`src/hw/rtl/u8u2_pkg.sv`:
```
// Shared types and constants of the UTF-8 to UCS-2 decoder.
// No dependencies; used by the decode, serializer and top-level modules.
package u8u2_pkg;

    // Pending multi-byte sequence.
    typedef enum logic [1:0] {
        PH_IDLE        = 2'd0,
        PH_TWO_CONT    = 2'd1,
        PH_THREE_FIRST = 2'd2,
        PH_THREE_LAST  = 2'd3
    } t_phase;

    localparam logic [7:0]  ASCII_MASK  = 8'h80;
    localparam logic [7:0]  CONT_MASK   = 8'hC0;
    localparam logic [7:0]  CONT_CODE   = 8'h80;
    localparam logic [7:0]  LEAD2_MASK  = 8'hE0;
    localparam logic [7:0]  LEAD2_CODE  = 8'hC0;
    localparam logic [7:0]  LEAD3_MASK  = 8'hF0;
    localparam logic [7:0]  LEAD3_CODE  = 8'hE0;
    localparam logic [7:0]  LEAD4_MASK  = 8'hF8;
    localparam logic [7:0]  LEAD4_CODE  = 8'hF0;
    localparam logic [7:0]  LEAD5_MASK  = 8'hFC;
    localparam logic [7:0]  LEAD5_CODE  = 8'hF8;
    localparam logic [7:0]  LEAD6_MASK  = 8'hFE;
    localparam logic [7:0]  LEAD6_CODE  = 8'hFC;
    localparam logic [2:0]  SKIP4       = 3'd3;
    localparam logic [2:0]  SKIP5       = 3'd4;
    localparam logic [2:0]  SKIP6       = 3'd5;
    localparam logic [15:0] REPL_CHAR   = 16'h003F;
    localparam int          MAX_RESULTS = 3;

    // All results of one byte. Every result is a replacement '?' except at
    // most one, the main result, which sits at position main_pos.
    typedef struct packed {
        logic [1:0]  cnt;
        logic        main_vld;
        logic [1:0]  main_pos;
        logic [15:0] main_code;
        logic        main_rep;
    } t_bundle;

endpackage

```
`src/hw/rtl/u8u2_decode.sv`:
```
// Per-byte decode logic and the pending-sequence state of the decoder.
// Depends on u8u2_pkg for the phase type, byte masks and result bundle.
module u8u2_decode (
    input  logic               i_clk,
    input  logic               i_rst_n,
    input  logic               i_step,
    input  logic [7:0]         i_byte,
    input  logic               i_eos,
    output u8u2_pkg::t_bundle  o_bundle
);

    u8u2_pkg::t_phase r_phase, n_phase, mid_phase, eff_phase;
    logic [9:0]       r_partial, n_partial, mid_partial;
    logic [2:0]       r_skip, n_skip, mid_skip;

    logic             skipping, is_cont, pre_flush;
    logic             is_ascii, is_lead2, is_lead3, is_lead4, is_lead5, is_lead6;
    logic [1:0]       pre_cnt, eos_cnt;
    logic [15:0]      joined;
    logic [2:0]       total;
    logic             main_vld, main_rep;
    logic [15:0]      main_code;

    assign skipping  = (r_skip != 3'd0);
    assign is_cont   = ((i_byte & u8u2_pkg::CONT_MASK) == u8u2_pkg::CONT_CODE);
    assign pre_flush = !skipping && (r_phase != u8u2_pkg::PH_IDLE) && !is_cont;
    assign eff_phase = u8u2_pkg::t_phase'(pre_flush ? u8u2_pkg::PH_IDLE : r_phase);

    assign is_ascii = ((i_byte & u8u2_pkg::ASCII_MASK) == 8'h00);
    assign is_lead2 = ((i_byte & u8u2_pkg::LEAD2_MASK) == u8u2_pkg::LEAD2_CODE);
    assign is_lead3 = ((i_byte & u8u2_pkg::LEAD3_MASK) == u8u2_pkg::LEAD3_CODE);
    assign is_lead4 = ((i_byte & u8u2_pkg::LEAD4_MASK) == u8u2_pkg::LEAD4_CODE);
    assign is_lead5 = ((i_byte & u8u2_pkg::LEAD5_MASK) == u8u2_pkg::LEAD5_CODE);
    assign is_lead6 = ((i_byte & u8u2_pkg::LEAD6_MASK) == u8u2_pkg::LEAD6_CODE);

    assign joined = {r_partial, i_byte[5:0]};

    // Next state: the flush of an interrupted sequence, then the byte itself, then the end-of-string flush.
    always_comb begin
        mid_phase   = r_phase;
        mid_partial = r_partial;
        mid_skip    = r_skip;
        if (skipping) begin
            mid_skip = r_skip - 3'd1;
        end else begin
            if (pre_flush) begin
                mid_phase   = u8u2_pkg::PH_IDLE;
                mid_partial = '0;
            end
            case (eff_phase)
                u8u2_pkg::PH_IDLE: begin
                    if (is_lead2) begin
                        mid_phase   = u8u2_pkg::PH_TWO_CONT;
                        mid_partial = {5'd0, i_byte[4:0]};
                    end else if (is_lead3) begin
                        mid_phase   = u8u2_pkg::PH_THREE_FIRST;
                        mid_partial = {6'd0, i_byte[3:0]};
                    end else if (is_lead4) begin
                        mid_skip = u8u2_pkg::SKIP4;
                    end else if (is_lead5) begin
                        mid_skip = u8u2_pkg::SKIP5;
                    end else if (is_lead6) begin
                        mid_skip = u8u2_pkg::SKIP6;
                    end
                end
                u8u2_pkg::PH_THREE_FIRST: begin
                    mid_phase   = u8u2_pkg::PH_THREE_LAST;
                    mid_partial = {r_partial[3:0], i_byte[5:0]};
                end
                default: begin
                    mid_phase   = u8u2_pkg::PH_IDLE;
                    mid_partial = '0;
                end
            endcase
        end
        n_phase   = u8u2_pkg::t_phase'(i_eos ? u8u2_pkg::PH_IDLE : mid_phase);
        n_partial = i_eos ? 10'd0 : mid_partial;
        n_skip    = i_eos ? 3'd0 : mid_skip;
    end

    // Results of this byte.
    always_comb begin
        main_vld  = 1'b0;
        main_code = u8u2_pkg::REPL_CHAR;
        main_rep  = 1'b1;
        if (!skipping) begin
            case (eff_phase)
                u8u2_pkg::PH_IDLE: begin
                    if (is_ascii) begin
                        main_vld  = (i_byte != 8'h00);
                        main_code = {8'h00, i_byte};
                        main_rep  = 1'b0;
                    end else if (!is_lead2 && !is_lead3) begin
                        main_vld  = 1'b1;
                    end
                end
                u8u2_pkg::PH_THREE_FIRST: begin
                    main_vld = 1'b0;
                end
                default: begin
                    main_vld  = (joined != 16'h0000);
                    main_code = joined;
                    main_rep  = 1'b0;
                end
            endcase
        end
        pre_cnt = 2'd0;
        if (pre_flush) begin
            pre_cnt = (r_phase == u8u2_pkg::PH_THREE_LAST) ? 2'd2 : 2'd1;
        end
        eos_cnt = 2'd0;
        if (i_eos && (mid_phase != u8u2_pkg::PH_IDLE)) begin
            eos_cnt = (mid_phase == u8u2_pkg::PH_THREE_LAST) ? 2'd2 : 2'd1;
        end
        total = {1'b0, pre_cnt} + {2'b00, main_vld} + {1'b0, eos_cnt};
        o_bundle.cnt       = (total > 3'(u8u2_pkg::MAX_RESULTS)) ?
                             2'(u8u2_pkg::MAX_RESULTS) : total[1:0];
        o_bundle.main_vld  = main_vld;
        o_bundle.main_pos  = pre_cnt;
        o_bundle.main_code = main_code;
        o_bundle.main_rep  = main_rep;
    end

    always_ff @(posedge i_clk) begin
        if (!i_rst_n) begin
            r_phase   <= u8u2_pkg::PH_IDLE;
            r_partial <= '0;
            r_skip    <= '0;
        end else if (i_step) begin
            r_phase   <= n_phase;
            r_partial <= n_partial;
            r_skip    <= n_skip;
        end
    end

endmodule

```
`src/hw/rtl/u8u2_serializer.sv`:
```
// Result register that hands out the results of one byte one per cycle while the receiver is ready.
// Depends on u8u2_pkg for the result bundle and the replacement character.
module u8u2_serializer (
    input  logic               i_clk,
    input  logic               i_rst_n,
    input  logic               i_load,
    input  u8u2_pkg::t_bundle  i_bundle,
    output logic               o_can_load,
    output logic               o_valid,
    input  logic               i_ready,
    output logic [15:0]        o_code,
    output logic               o_rep,
    output logic               o_last
);

    logic [1:0]  r_left, r_idx;
    logic        r_main_vld, r_main_rep;
    logic [1:0]  r_main_pos;
    logic [15:0] r_main_code;
    logic        take, on_main;

    assign o_valid    = (r_left != 2'd0);
    assign take       = o_valid && i_ready;
    assign o_can_load = (r_left == 2'd0) || ((r_left == 2'd1) && i_ready);
    assign on_main    = r_main_vld && (r_idx == r_main_pos);
    assign o_code     = on_main ? r_main_code : u8u2_pkg::REPL_CHAR;
    assign o_rep      = on_main ? r_main_rep : 1'b1;
    assign o_last     = (r_left == 2'd1);

    always_ff @(posedge i_clk) begin
        if (!i_rst_n) begin
            r_left <= '0;
            r_idx  <= '0;
        end else if (i_load) begin
            r_left <= i_bundle.cnt;
            r_idx  <= '0;
        end else if (take) begin
            r_left <= r_left - 2'd1;
            r_idx  <= r_idx + 2'd1;
        end
    end

    always_ff @(posedge i_clk) begin
        if (i_load) begin
            r_main_vld  <= i_bundle.main_vld;
            r_main_pos  <= i_bundle.main_pos;
            r_main_code <= i_bundle.main_code;
            r_main_rep  <= i_bundle.main_rep;
        end
    end

    a_no_overrun: assert property (@(posedge i_clk) disable iff (!i_rst_n)
        o_valid |-> (({1'b0, r_idx} + {1'b0, r_left}) <= 3'(u8u2_pkg::MAX_RESULTS)))
        else $error("result index runs past the bundle");

    a_load_only_when_free: assert property (@(posedge i_clk) disable iff (!i_rst_n)
        i_load |-> o_can_load)
        else $error("bundle loaded over results still waiting");

    a_run_continues: assert property (@(posedge i_clk) disable iff (!i_rst_n)
        (take && !o_last) |=> o_valid)
        else $error("results of one byte cut short");

    a_main_inside: assert property (@(posedge i_clk) disable iff (!i_rst_n)
        (i_load && i_bundle.main_vld) |-> (i_bundle.main_pos < i_bundle.cnt))
        else $error("main result placed outside its bundle");

endmodule

```
`src/hw/rtl/utf8_to_ucs2_decoder.sv`:
```
// Top level of the UTF-8 to UCS-2 decoder: input register, decode, result serializer.
// Depends on u8u2_pkg, u8u2_decode and u8u2_serializer.
//
// Usage: UTF-8 bytes enter on the slave stream, one byte per item, with tlast
// marking the last byte of a string. UCS-2 code units leave on the master
// stream, one per item; tuser flags a replacement '?', and tlast marks the
// final result caused by one input byte.
// A byte sits in the input register, where the decode logic reads it
// together with the pending-sequence state. Its results (none to three)
// then move as one bundle into the result register, from which the first
// result is offered to the receiver.
// Throughput is one byte per cycle for bytes with zero or one result while
// the receiver is ready; more results hold the output until each is taken,
// so the result register's one-per-cycle output sets the rate. Bytes that
// yield nothing (NUL, sequence leads, swallowed bytes) step the decoder even
// while results still wait. When the receiver stalls, results hold in the
// result register, the next decoded byte waits in the input register, and
// tready drops once both are full. A synchronous low reset empties both
// registers and clears any pending sequence and swallow count.
module utf8_to_ucs2_decoder (
    input  logic        i_clk,
    input  logic        i_rst_n,
    input  logic        i_s_axis_tvalid,
    output logic        o_s_axis_tready,
    input  logic [7:0]  i_s_axis_tdata,   // [7:0] data_byte
    input  logic        i_s_axis_tlast,   // end_of_string
    output logic        o_m_axis_tvalid,
    input  logic        i_m_axis_tready,
    output logic [15:0] o_m_axis_tdata,   // [15:0] code_unit
    output logic        o_m_axis_tuser,   // [0] replaced
    output logic        o_m_axis_tlast    // last_of_run
);

    logic              r_in_vld;
    logic [7:0]        r_in_byte;
    logic              r_in_eos;
    logic              step, can_load, load, s_take;
    u8u2_pkg::t_bundle bundle;

    // A byte with no results may step even while the serializer is busy.
    assign step   = r_in_vld && ((bundle.cnt == 2'd0) || can_load);
    assign load   = step && (bundle.cnt != 2'd0);
    assign o_s_axis_tready = !r_in_vld || step;
    assign s_take = i_s_axis_tvalid && o_s_axis_tready;

    always_ff @(posedge i_clk) begin
        if (!i_rst_n) begin
            r_in_vld <= 1'b0;
        end else if (s_take) begin
            r_in_vld <= 1'b1;
        end else if (step) begin
            r_in_vld <= 1'b0;
        end
    end

    always_ff @(posedge i_clk) begin
        if (s_take) begin
            r_in_byte <= i_s_axis_tdata;
            r_in_eos  <= i_s_axis_tlast;
        end
    end

    u8u2_decode u_decode (
        .i_clk    (i_clk),
        .i_rst_n  (i_rst_n),
        .i_step   (step),
        .i_byte   (r_in_byte),
        .i_eos    (r_in_eos),
        .o_bundle (bundle)
    );

    u8u2_serializer u_serializer (
        .i_clk      (i_clk),
        .i_rst_n    (i_rst_n),
        .i_load     (load),
        .i_bundle   (bundle),
        .o_can_load (can_load),
        .o_valid    (o_m_axis_tvalid),
        .i_ready    (i_m_axis_tready),
        .o_code     (o_m_axis_tdata),
        .o_rep      (o_m_axis_tuser),
        .o_last     (o_m_axis_tlast)
    );

endmodule
```
`config.mk`:
```
export PLATFORM = sky130hd
export DESIGN_NAME = utf8_to_ucs2_decoder
export DESIGN_NICKNAME = d
export VERILOG_FILES = /design/src/hw/rtl/u8u2_pkg.sv /design/src/hw/rtl/u8u2_decode.sv /design/src/hw/rtl/u8u2_serializer.sv /design/src/hw/rtl/utf8_to_ucs2_decoder.sv
export SDC_FILE = /design/constraint.sdc
export NUM_CORES = 1
export LEC_CHECK = 0
export BUFFER_PORTS_ARGS = -buffer_cell sky130_fd_sc_hd__buf_2
export CAP_MARGIN = 15
export CORE_MARGIN = 2
export CORE_UTILIZATION = 57
export DETAILED_ROUTE_END_ITERATION = 8
export PLACE_DENSITY = 0.77
export SETUP_SLACK_MARGIN = 0.15
export SYNTH_ARGS = -nofsm -noshare
export SYNTH_HDL_FRONTEND = slang
export SYNTH_SLANG_ARGS = --single-unit
```
`constraint.sdc`:
```
create_clock -name i_clk -period 4.6 [get_ports i_clk]
set_input_delay 1.38 -clock i_clk [delete_from_list [all_inputs] [get_ports i_clk]]
set_output_delay 1.38 -clock i_clk [all_outputs]
set_load 0.005 [all_outputs]
```
## Yosys cells after proc, flatten, opt, wreduce, memory -nomap -nowiden

Index checks and enable logic that the tools add are counted.

- Register bits after elaboration: 49
- Input bits: 13
- Output and inout bits: 20

- Add/sub/neg operators: 5
- Magnitude comparators: 1
- Equality and inequality tests: 15
- Muxes and demuxes: 39
- Bitwise logic cells: 1
- Reduce and logical (&&, ||, !) cells: 36

Operators by type and width:

| operator | number |
|---|---|
| 2-to-1 mux 10 bit | 5 |
| case mux 16 bit (2 select lines) | 1 |
| 2-to-1 mux 2 bit | 12 |
| 2-to-1 mux 3 bit | 8 |
| case mux 10 bit (2 select lines) | 1 |
| 2-to-1 mux 16 bit | 1 |
| nonzero test 16 bit | 1 |
| nonzero test 2 bit | 6 |
| logical AND 1 bit | 10 |
| == test 2 bit, second input constant | 4 |
| logical NOT 8 bit | 1 |
| 2-to-1 mux 8 bit | 1 |
| nonzero test 8 bit | 1 |
| == test 7 bit, second input constant | 1 |
| 2-to-1 mux 1 bit | 7 |
| == test 6 bit, second input constant | 1 |
| logical NOT 2 bit | 3 |
| != test 3 x 2 -> 1 bit, second input constant | 2 |
| nonzero test 3 bit | 2 |
| == test 5 bit, second input constant | 1 |
| logical NOT 1 bit | 5 |
| != test 5 x 2 -> 1 bit, second input constant | 1 |
| AND reduction 5 bit | 1 |
| nonzero test 5 bit | 1 |
| other kinds (17) | 20 |

## Longest topological paths before layout

Gate-level depths: netlist (run 1).

- Word-level depth: 21
- Gate-level depth with buffers: 17
- Mapped depth without buffers: 15

## By module

Synthesis (run 1) repeated with hierarchy kept, for this count alone.

- Cell total of the unflattened synthesis: 225
- Area total of the unflattened synthesis: 2444.8 um2

Modules (own cells, without submodules):

| module | times used | cells an instance | area each (um2) | sequential area each (um2) |
|---|---|---|---|---|
| u8u2_decode | 1 | 139 | 1113.6 | 300.3 |
| u8u2_serializer | 1 | 67 | 989.7 | 680.7 |
| utf8_to_ucs2_decoder | 1 | 19 | 341.6 | 290.3 |

## Worst setup path before layout (run 1)

OpenSTA, ideal clock, no wires.

- Kind: reg-to-output
- Start point: register u_decode.r_skip[0]
- End point: output o_s_axis_tready
- Data arrival time: 2.714 ns
- Slack: 0.506 ns
- Stages on the path, launching flop included: 15
- Buffers on the path: 1
- Cells stage by stage: dfxtp_1 -> inv_1 -> ha_1 -> nand2b_2 -> buf_2 -> o21ai_0 -> o41ai_2 -> xnor2_1 -> and2_1 -> fa_1 -> inv_1 -> fa_1 -> and3b_1 -> nor2_1 -> nand2_1

- Longest elaborated chain between the ends: 19
- Elaborated cells between the ends (all ways): 27
- Classes of those cells: add/sub: 2; order compare: 1; eq/ne: 2; mux: 11; reduce/logical: 11

RTL lines:

| element | line | RTL |
|---|---|---|
| from (decl) | u8u2_decode.sv:14 | `logic [2:0] r_skip, n_skip, mid_skip;` |
| from (signal assigned) | u8u2_decode.sv:132 | `r_skip <= n_skip;` |
| nonzero test 3 bit (*) | u8u2_decode.sv:24 | `assign skipping = (r_skip != 3'd0);` |
| logical NOT 1 bit | u8u2_decode.sv:26 | `assign pre_flush = !skipping && (r_phase != u8u2_pkg::PH_IDLE) && !is_cont;` |
| logical AND 1 bit (2 in a row) | u8u2_decode.sv:26 |  |
| 2-to-1 mux 2 bit | u8u2_decode.sv:27, u8u2_decode.sv:46 |  |
| 2-to-1 mux 2 bit | u8u2_decode.sv:55 | `end else if (is_lead3) begin` |
| 2-to-1 mux 2 bit | u8u2_decode.sv:52 | `if (is_lead2) begin` |
| case mux 2 bit (2 select lines) | u8u2_decode.sv:50 | `case (eff_phase)` |
| 2-to-1 mux 2 bit | u8u2_decode.sv:43 | `if (skipping) begin` |
| (+2 left out) | -- |  |
| 2-to-1 mux 2 bit | u8u2_decode.sv:112 | `if (i_eos && (mid_phase != u8u2_pkg::PH_IDLE)) begin` |
| adder 3 x 2 -> 3 bit (*) | u8u2_decode.sv:115 | `total = {1'b0, pre_cnt} + {2'b00, main_vld} + {1'b0, eos_cnt};` |
| > comparator 3 x 2 -> 1 bit | u8u2_decode.sv:116 | `o_bundle.cnt = (total > 3'(u8u2_pkg::MAX_RESULTS)) ?` |
| 2-to-1 mux 2 bit (*) | u8u2_decode.sv:116 |  |
| logical NOT 2 bit (*) | utf8_to_ucs2_decoder.sv:41 | `assign step = r_in_vld && ((bundle.cnt == 2'd0) \|\| can_load);` |
| logical OR 1 bit (*) | utf8_to_ucs2_decoder.sv:41 |  |
| logical AND 1 bit (*) | utf8_to_ucs2_decoder.sv:41 |  |
| logical OR 1 bit (*) | utf8_to_ucs2_decoder.sv:43 | `assign o_s_axis_tready = !r_in_vld \|\| step;` |
| to (decl) | utf8_to_ucs2_decoder.sv:24 | `output logic o_s_axis_tready,` |

Mark *: on every way between the ends. The rest lies on a longest branch, timed or not.

==> results.ini, run 1 <==
[floorplanning]
rows=24
dieArea_sq_mm=0.00496
die_w_microns=70.4
start_util_pct=58.6
ios=33
core_region_area_sq_mm=0.00429
die_height_microns=70.4

[grt]
overflow=0
grt_pass1_vias=1731
grt_pass1_wl_mm=8.24
antenna_found_initial=0
grt_max_degree=25
grt.total_usage_pct=21.2

[critical_path]
r2r-end=u_decode.r_partial[5]
worstPathMaxFanout=9
r2r_cells=14
cp-end-kind=output port
critical_path_required_ns=3.22
startpoint=r_in_byte[6]
cp_cell_sequence=buf_4, nor2b_4, nand2b_1, a22oi_1, a311oi_2, fa_2, inv_2, fa_1, and3b_2, nor2_4, nand2_1, buf_2
max_stage_delay_ns=0.48
cp.arrival_ns=2.96
path_depth=12
crit_path_end=o_s_axis_tready
worst-r2r-setup-slack_ns=1.04
cp_num_buf_inv=3
critPathKind=reg -> out
cp-start-kind=register
critPathTopFamily=simple AND/OR/NAND/NOR gates
r2r-start=r_in_byte[6]
slowest_stage=fa_1

[finish]
num_antenna_cells=0
multiInputGateArea_sq_mm=0.00123
final_util_pct=70.3
final_cells=338
stdcell_area_sq_mm=0.00302
areaGrowthSynthToFinish_pct=20.0
fillers=325
drive_above_1_share_pct=30.8
nets=304
sequential_cell_area_sq_mm=0.00128

[synth]
syn_area_per_cell_sq_um=10.5
ys_seq_elements=49
synth_area_leaders=edfxtp_1, dfxtp_1, and2_1
netlist_instances=239
synth.top_cells.by_count=edfxtp_1, and2_1, dfxtp_1
synth_top_cell_by_area=edfxtp_1
synth-async-reset-ratio_pct=0
synth_cell_type_count=50
yosysSeqAreaShare_pct=50.5
synth_fp_nets=258
ys.flop_type=edfxtp_1
synth.most_common_cell=edfxtp_1
synth_top_area_share_pct=34.6
ys.warnings.count=0
synth_edf_count=29
syn-cell-area_sq_mm=0.00251

[power_and_ir_drop]
switching_share_pct=31.4
p_seq_share_pct=48.4
clock_power_share_pct=21.7
leakagePower_nw=1.19
p_switching_w=0.000359
power_density_mw_per_mm2=379
combinationalPowerShare_pct=29.9
ir_drop_uv=206
internal_power_w=0.000784

[routing]
ant_nets=0
drcViolationCount=0
wl_per_cell_microns=14.5
vias=1865
routed_wl_mm=4.90
firstDrtPassIters=4
drt_iter0_markers=120
via_per_inst=5.52

[sta]
timing.slew.headroom_pct=67.0
final_max_slew_viol_count=0
fin_crit_sh_pct=94.4
rsz0062_at_grt=yes
max_freq_ghz=0.230
fin_crit_ns=4.34
setup_tns_ns=0
skew_ns=0.00496
worst_pin_slew_ns=0.495
setup_viol=0
setup_ws_ns=0.258
hold_viol_final=0

[clocking]
clk_path_buf_depth=2
path_clk_slew_ns=0.08
cts_hold_buf=0
cts_root_buffer=clkbuf_8
clkSinkCount=49
cts_buffers=5
cts_tree=built
clk_latency_ns=0.30
h-tree-depth=2

[placement]
gp_congestion=0.921
port-buffer-count=32
dp.cells=318
hpwl_mm=3.46
dpl-instance-area_sq_mm=0.00272
pre_cts_slack_ns=0.247

[flow_run]
maxCapViolations=0

[min_path]
hold_class=reg -> reg

[run_status]
run_status=finished clean

how the worst min path moves through the flow:
stage / start / end / cells after the start
final: u_decode.r_skip[0] / u_decode.r_skip[0] / 2
after global routing: u_decode.r_skip[1] / u_decode.r_skip[1] / 1
after CTS: u_decode.r_skip[1] / u_decode.r_skip[1] / 1
after detailed placement: u_decode.r_skip[1] / u_decode.r_skip[1] / 1
after global placement: u_decode.r_skip[1] / u_decode.r_skip[1] / 1
after floorplan: u_decode.r_partial[1] / u_decode.r_partial[1] / 2
cells in the final DEF (no fill, tap or decap), types with 5 or more instances in the layout:
| cell | count |
|---|---|
| nor2_1 | 13 |
| nand3_1 | 13 |
| xnor2_1 | 6 |
| and2_1 | 20 |
| clkbuf_8 | 5 |
| dfxtp_1 | 17 |
| nand2b_1 | 15 |
| nand2_1 | 10 |
| buf_4 | 18 |
| buf_2 | 32 |
| nor2b_1 | 7 |
| a21oi_1 | 8 |
| inv_1 | 10 |
| edfxtp_1 | 29 |
| a22oi_1 | 7 |
worst reg2reg max path, delay by kind of cell, from the launching register on:
family / cells / cell delay, ns
simple gates: 4 / 0.75
buf+inv: 3 / 0.38
flops: 1 / 0.36
compound gates: 5 / 1.27
fa+ha+maj: 2 / 0.75
state kept, by name (all words and copies together), names as in the netlist:
register and count:
r_in_eos 1, r_in_byte 8, u_serializer.r_main_code 16, u_decode.r_phase 2, u_serializer.r_left 2, r_in_vld 1
u_serializer.r_idx 2, u_serializer.r_main_pos 2, u_decode.r_partial 10, u_serializer.r_main_vld 1, u_decode.r_skip 3, u_serializer.r_main_rep 1
metal layers:
layer  wire [microns]  track usage [%]  up-vias
met2             2270             34.8       58
met4               71             7.69        0
li1                 -                -      939
met5                0                0        -
met3              267             4.76        7
met1             2290             27.4      861
metrics by stage:
| step | hold WS [ns] | total power (W) |
|---|---|---|
| 3_5_place_dp | 0.475 | 0.000858 |
| 5_1_grt | 0.526 | 0.00121 |
| 3_3_place_gp | 0.470 | 0.000849 |
| 4_1_cts | 0.495 | 0.00112 |
| 2_1_floorplan | 0.452 | 0.000771 |
| 6_report | 0.497 | 0.00114 |
what timing repair did:
item	CTS	global route
setup endpoints to repair	1	1
gates cloned	0	0
gates resized for setup	14	16
setup buffers	4	8
pin swaps	3	8
area by class of cell:
type | instances | area share, %
Clock buffer | 6 | 2.40
Timing Repair Buffer | 51 | 10.2
Sequential cell | 49 | 42.3
Tap cell | 52 | 2.15
Inverter | 13 | 1.62
Multi-Input combinational cell | 165 | 40.9
Clock inverter | 2 | 0.456
power by group through the flow:
stage          Sequential, W  Clock, W  Combinational [W]
2_1_floorplan       0.000556         0           0.000215
3_3_place_gp        0.000565         0           0.000283
3_5_place_dp        0.000567         0           0.000291
4_1_cts             0.000554  0.000254           0.000309
5_1_grt             0.000559  0.000268           0.000381
6_report            0.000554  0.000248           0.000341
cell families (layout without fill, tap and decap cells):
logic type      count (synthesis)  in the layout  share of synthesized area [%]
compound gates                 51             51                           15.3
simple gates                  101            101                           23.3
xor+xnor                        7              7                           2.44
fa+ha+maj                       6              6                           3.58
flops                          49             49                           50.5
buf+inv                        25             72                           4.83
Power figures use the tool's default switching activity.
==> run 2: changes to the inputs <==
--- a/config.mk
+++ b/config.mk
@@ -5,6 +5,7 @@
 export SDC_FILE = /design/constraint.sdc
 export NUM_CORES = 1
 export LEC_CHECK = 0
+export ABC_AREA = 1
 export BUFFER_PORTS_ARGS = -buffer_cell sky130_fd_sc_hd__buf_2
 export CAP_MARGIN = 15
 export CORE_MARGIN = 2
==> constraint.sdc (replaced) <==
create_clock -name i_clk -period 4 [get_ports i_clk]
set_input_delay 1.2 -clock i_clk [delete_from_list [all_inputs] [get_ports i_clk]]
set_output_delay 1.2 -clock i_clk [all_outputs]
set_load 0.005 [all_outputs]
==> run 2 against run 1 <==
  * Cell area is 4.0% higher
  * Die area is 2.2% higher
  * Worst hold slack worse by 0.024 ns
  * Clock skew is 0.0016 ns higher
  * Cell count is 26% higher
  * Sequential power is 36% higher
  * Total power is 97% higher
  * Critical path type unchanged
  * Utilization is 1.8 points higher
  * Largest power group is now combinational logic
  * Clock power is 44% higher
==> results.ini, run 2 <==
[synth]
synth-async-reset-ratio_pct=0
synth-adder-area-share_pct=3.50
synth_top_cell_by_area=edfxtp_1
yosysSeqAreaShare_pct=49.4
synth-simple-area-share_pct=32.6
synth_top_area_share_pct=33.9
ys.warnings.count=0
netlist_instances=318
synth_compound_area_share_pct=4.86
synth.most_common_cell=nand2_1
syn-cell-area_sq_mm=0.00257
synth_top_family_by_area=simple AND/OR/NAND/NOR gates
syn_area_per_cell_sq_um=8.09
synth.top_cells.by_count=nand2_1, nor2_1, inv_1
synth_edf_count=29
ys.flop_type=edfxtp_1
synth_fp_nets=337
synth_cell_type_count=29
synth_area_leaders=edfxtp_1, dfxtp_1, nand2_1
ys_seq_elements=49
synthMuxAreaShare_pct=0
synth_xor_area_share_pct=0.340

[critical_path]
critical_path_required_ns=2.80
cp.arrival_ns=2.77
cp-start-kind=register
critPathKind=reg -> out
worstPathMaxFanout=5
r2r_cells=23
cp-end-kind=output port

[power_and_ir_drop]
leakagePower_nw=1.40
power_density_mw_per_mm2=716
ir_drop_uv=423

[sta]
fin_crit_sh_pct=99.2
final_max_slew_viol_count=0
setup_viol=0
timing.slew.headroom_pct=64.4
max_freq_ghz=0.252
fin_crit_ns=3.97
holdWs_ns=0.473
skew_ns=0.00657
setup_ws_ns=0.0304
worst_pin_slew_ns=0.533
hold_viol_final=0
rsz0062_at_grt=yes

[clocking]
cts_hold_buf=0
cts_tree=built
h-tree-depth=2
clk_path_buf_depth=2
cts_buffers=5
path_clk_slew_ns=0.09
cts_root_buffer=clkbuf_8
clk_latency_ns=0.31
clkSinkCount=49

[grt]
overflow=0
grt_max_degree=21
grt_pass1_vias=1895
antenna_found_initial=0
grt.total_usage_pct=22.8
grt_pass1_wl_mm=8.80

[finish]
nets=392
largest_register=u_serializer.r_main_code
mostFrequentLayoutCells=nand2_1, nor2_1, inv_1
final_common_cell=nand2_1
drive_above_1_share_pct=30.2
areaGrowthSynthToFinish_pct=22.0
largest_register_ffs=16
final_util_pct=72.1
fillers=333
top_regs=u_serializer.r_main_code (16), u_decode.r_partial (10), r_in_byte (8)
num_antenna_cells=0

[floorplanning]
ios=33
dieArea_sq_mm=0.00507
start_util_pct=59.1
rows=24
die_w_microns=71.2
die_height_microns=71.2
core_region_area_sq_mm=0.00435

[placement]
hpwl_mm=3.65
pre_cts_slack_ns=0.133
gp_congestion=0.907
port-buffer-count=32

[routing]
routed_wl_mm=5.34
vias=2174
wl_per_cell_microns=12.5
drcViolationCount=0
drt_iter0_markers=171
firstDrtPassIters=5
via_per_inst=5.10
ant_nets=0

[flow_run]
maxCapViolations=0

[run_status]
run_status=finished clean

[min_path]
hold_class=reg -> reg
worstHoldPathCells=2

==> run 2: changes by cell type in the layout (fill, tap and decap cells not counted), moves of 8 or more <==
cell and change:
inv_1 +34, and2_1 -20, nor2_1 +34, nor3_1 +8, nand2b_1 -15, nand2_2 +14, nand2_1 +51, or2_2 +8
==> run 2: power breakdown <==
part           internal [W]  switching [W]
logic              0.000452       0.000685
registers          0.000699      0.0000558
clock network      0.000187       0.000169
==> run 2: final cells by class <==
type / instances / area [sq um] / share of cell area (%)
inverters: 54 / 209 / 6.66
flip-flops and latches: 49 / 1270 / 40.6
repair buffers: 53 / 318 / 10.1
multi-input cells: 210 / 1160 / 36.9
well taps: 52 / 65.1 / 2.07
clock inverters: 3 / 46.3 / 1.47
clock buffers: 5 / 68.8 / 2.19
==> run 2: through the flow <==
step,instance area [sq um],std cells,TNS (ns),power (W)
after floorplan,2570,318,0,0.00141
after global placement,2790,401,0,0.00158
after detailed placement,2790,401,0,0.00160
after CTS,3060,420,0,0.00213
after global routing,3140,426,-0.106,0.00242
final,3140,426,0,0.00225
==> run 2: path summary, 6_finish.rpt <==
check,startpoint,end,slack (ns)
worst max-delay path,u_decode.r_skip[0],o_s_axis_tready,0.03
worst min-delay path,u_decode.r_partial[9],u_decode.r_partial[9],0.47
worst max register to register,u_decode.r_skip[0],u_serializer.r_main_code[4],0.46
worst min register to register,u_decode.r_partial[9],u_decode.r_partial[9],0.47
==> run 2: metal layers <==
layer / track usage (%) / vias up / share of wire, %
met1: 30.3 / 963 / 44
met5: 0 / - / 0
met3: 5.27 / 10 / 5.7
li1: - / 1119 / -
met2: 36.0 / 82 / 48
met4: 9.43 / 0 / 2.2
==> run 2: worst max-delay path, stage by stage (launching register included) <==
cell	delay, ns
dfxtp_2	0.33
inv_2	0.07
ha_4	0.14
inv_4	0.04
nor2_8	0.13
nand2_4	0.10
nand3_4	0.11
nand3_4	0.11
nand2_4	0.09
nand2_2	0.06
nand2_1	0.07
nor2_2	0.05
fa_2	0.33
inv_2	0.06
fa_1	0.44
nand3_2	0.10
nand3_2	0.08
buf_2	0.14
==> run 2: timing repair <==
action,CTS,global route
buffers inserted,11,6
gates resized for setup,21,9
gates cloned,0,0
hold endpoints to repair,0,0
pin swaps,9,10
endpoints found under the setup margin,1,21
==> run 2: cell families after synthesis <==
family                     after synthesis
xor gates and xnor gates                 1
adders and majority gates                6
and+or+nand+nor                        181
buffers and inverters                   59
DFF                                     49
AOI/OAI and AO/OA                       22
==> run 3: changes to the inputs <==
--- a/config.mk
+++ b/config.mk
@@ -6,12 +6,12 @@
 export NUM_CORES = 1
 export LEC_CHECK = 0
 export ABC_AREA = 1
-export BUFFER_PORTS_ARGS = -buffer_cell sky130_fd_sc_hd__buf_2
+export BUFFER_PORTS_ARGS = -buffer_cell sky130_fd_sc_hd__buf_4
 export CAP_MARGIN = 15
 export CORE_MARGIN = 2
 export CORE_UTILIZATION = 57
 export DETAILED_ROUTE_END_ITERATION = 8
-export PLACE_DENSITY = 0.77
+export PLACE_DENSITY = 0.83
 export SETUP_SLACK_MARGIN = 0.15
 export SYNTH_ARGS = -nofsm -noshare
 export SYNTH_HDL_FRONTEND = slang
==> constraint.sdc (replaced) <==
create_clock -name i_clk -period 4.2 [get_ports i_clk]
set_input_delay 1.26 -clock i_clk [delete_from_list [all_inputs] [get_ports i_clk]]
set_output_delay 1.26 -clock i_clk [all_outputs]
set_load 0.005 [all_outputs]
==> run 3 against run 2 <==
  * Sequential power fell by 4.9%
  * Routed wire length rose by 13%
  * Clock skew rose by 0.0010 ns
  * Total power rose by 4.4%
  * First-iteration DRC count rose by 29%
  * Cell count fell by 0.23%
  * Non-clock buffer count fell by 1
  * Clock power rose by 11%
  * Worst hold slack improved by 0.00077 ns
  * Global-route usage rose by 1.3 points
==> results.ini, run 3 (synthesis results as in run 2) <==
[min_path]
hold_class=reg -> reg

[grt]
grt_max_degree=21
overflow=0
antenna_found_initial=0
grt.total_usage_pct=24.1
grt_pass1_wl_mm=9.42
grt_pass1_vias=2095

[power_and_ir_drop]
ir_drop_uv=403
leakagePower_nw=1.45
power_density_mw_per_mm2=721

[critical_path]
cp-end-kind=output port
max_stage_delay_ns=0.43
cp_cell_sequence=inv_2, ha_4, inv_4, nor2_8, nand2_8, nand3_4, nand3_4, nand2_4, nand2_1, nand2_1, nor2_2, fa_2, inv_2, fa_1, nand3_2, nand3_2, buf_6
startpoint=u_decode.r_skip[0]
critical_path_required_ns=2.94
critPathKind=reg -> out
worst-r2r-setup-slack_ns=0.24
r2r-end=u_decode.r_partial[6]
cp-start-kind=register
slowest_stage=fa_1
r2r-start=u_decode.r_skip[0]
r2r_cells=26
cp.arrival_ns=2.84
crit_path_end=o_s_axis_tready
worstPathMaxFanout=6

[floorplanning]
die_w_microns=71.2
rows=24
die_height_microns=71.2
dieArea_sq_mm=0.00507
ios=33
start_util_pct=59.1
core_region_area_sq_mm=0.00435

[sta]
timing.slew.headroom_pct=65.6
max_freq_ghz=0.244
fin_crit_ns=4.10
setup_viol=0
fin_crit_sh_pct=97.6
hold_viol_final=0
rsz0062_at_grt=yes
worst_pin_slew_ns=0.515
skew_ns=0.00758
final_max_slew_viol_count=0

[clocking]
cts_hold_buf=0
h-tree-depth=2
cts_root_buffer=clkbuf_8
cts_buffers=5
cts_tree=built
path_clk_slew_ns=0.09
clk_latency_ns=0.31
clk_path_buf_depth=2
clkSinkCount=49

[placement]
dp.cells=400
gp_congestion=0.919
port-buffer-count=32
hpwl_mm=3.89

[routing]
via_per_inst=5.30
wl_per_cell_microns=14.2
ant_nets=0
vias=2253
routed_wl_mm=6.04
drcViolationCount=0
drt_iter0_markers=220
firstDrtPassIters=5

[finish]
nets=391
largest_register_ffs=16
num_antenna_cells=0
areaGrowthSynthToFinish_pct=26.5
final_util_pct=74.7
largest_register=u_serializer.r_main_code
final_common_cell=nand2_1
mostFrequentLayoutCells=nand2_1, buf_4, nor2_1
drive_above_1_share_pct=29.5
final_cells=425
top_regs=u_serializer.r_main_code (16), u_decode.r_partial (10), r_in_byte (8)

[run_status]
run_status=finished clean

[flow_run]
maxCapViolations=0

## run 3: cell types whose count changed in the layout (fill, tap and decap cells not counted), moves of 2 or more
cell,change
buf_2,-32
buf_6,+3
clkinvlp_4,-2
buf_4,+28
## run 3: how the worst min path moves through the flow
stage	cells past startpoint	to	start	slack, ns
floorplan	2	u_decode.r_partial[4]	u_decode.r_partial[4]	0.44
global placement	2	u_decode.r_partial[8]	u_decode.r_partial[8]	0.46
detailed placement	2	u_decode.r_partial[7]	u_decode.r_partial[7]	0.46
CTS	2	u_decode.r_partial[7]	u_decode.r_partial[7]	0.47
global route	2	u_decode.r_partial[4]	u_decode.r_partial[4]	0.50
finish	2	u_decode.r_partial[7]	u_decode.r_partial[7]	0.47
## run 3: layout make-up
cell class,count,area [sq um]
inverters,54,208
clock inverters,3,65.1
repair buffers,52,402
well taps,52,65.1
flip-flops and latches,49,1270
clock buffers,5,68.8
multi-input cells,210,1170
fillers,320,1100
## run 3: power by group
part	internal [W]	switching [W]
Sequential	0.000665	0.0000535
Clock	0.000236	0.000159
Combinational	0.000521	0.000712
## run 3: routing by layer
metal / GRT usage, % / vias to the layer above / part of all wire, %
met1: 29.7 / 1011 / 40
met2: 39.5 / 103 / 50
met5: 0 / - / 0
met4: 13.2 / 0 / 3.2
met3: 5.13 / 19 / 6.7
li1: - / 1120 / -
## run 3: timing repair
action	4_1_cts	5_1_grt
setup buffers	14	3
resized for setup	16	18
endpoints found under the setup margin	1	32
pin swaps	5	9
## run 3: stage by stage
stage	total power [W]	setup slack (ns)	hold WS, ns	instance area, sq um	setup TNS (ns)
after floorplan	0.00134	0.509	0.444	2570	0
after global routing	0.00249	-0.0262	0.500	3250	-0.0262
after CTS	0.00219	0.166	0.472	3150	0
after global placement	0.00153	0.231	0.458	2860	0
after detailed placement	0.00157	0.127	0.458	2860	0
final	0.00235	0.100	0.473	3250	0
## run 3: worst max-delay path, delay by kind of cell (launching register included)
kind,cells,cell delay [ns]
buf+inv,4,0.31
fa+ha+maj,3,0.92
simple gates,10,0.96
flops,1,0.34
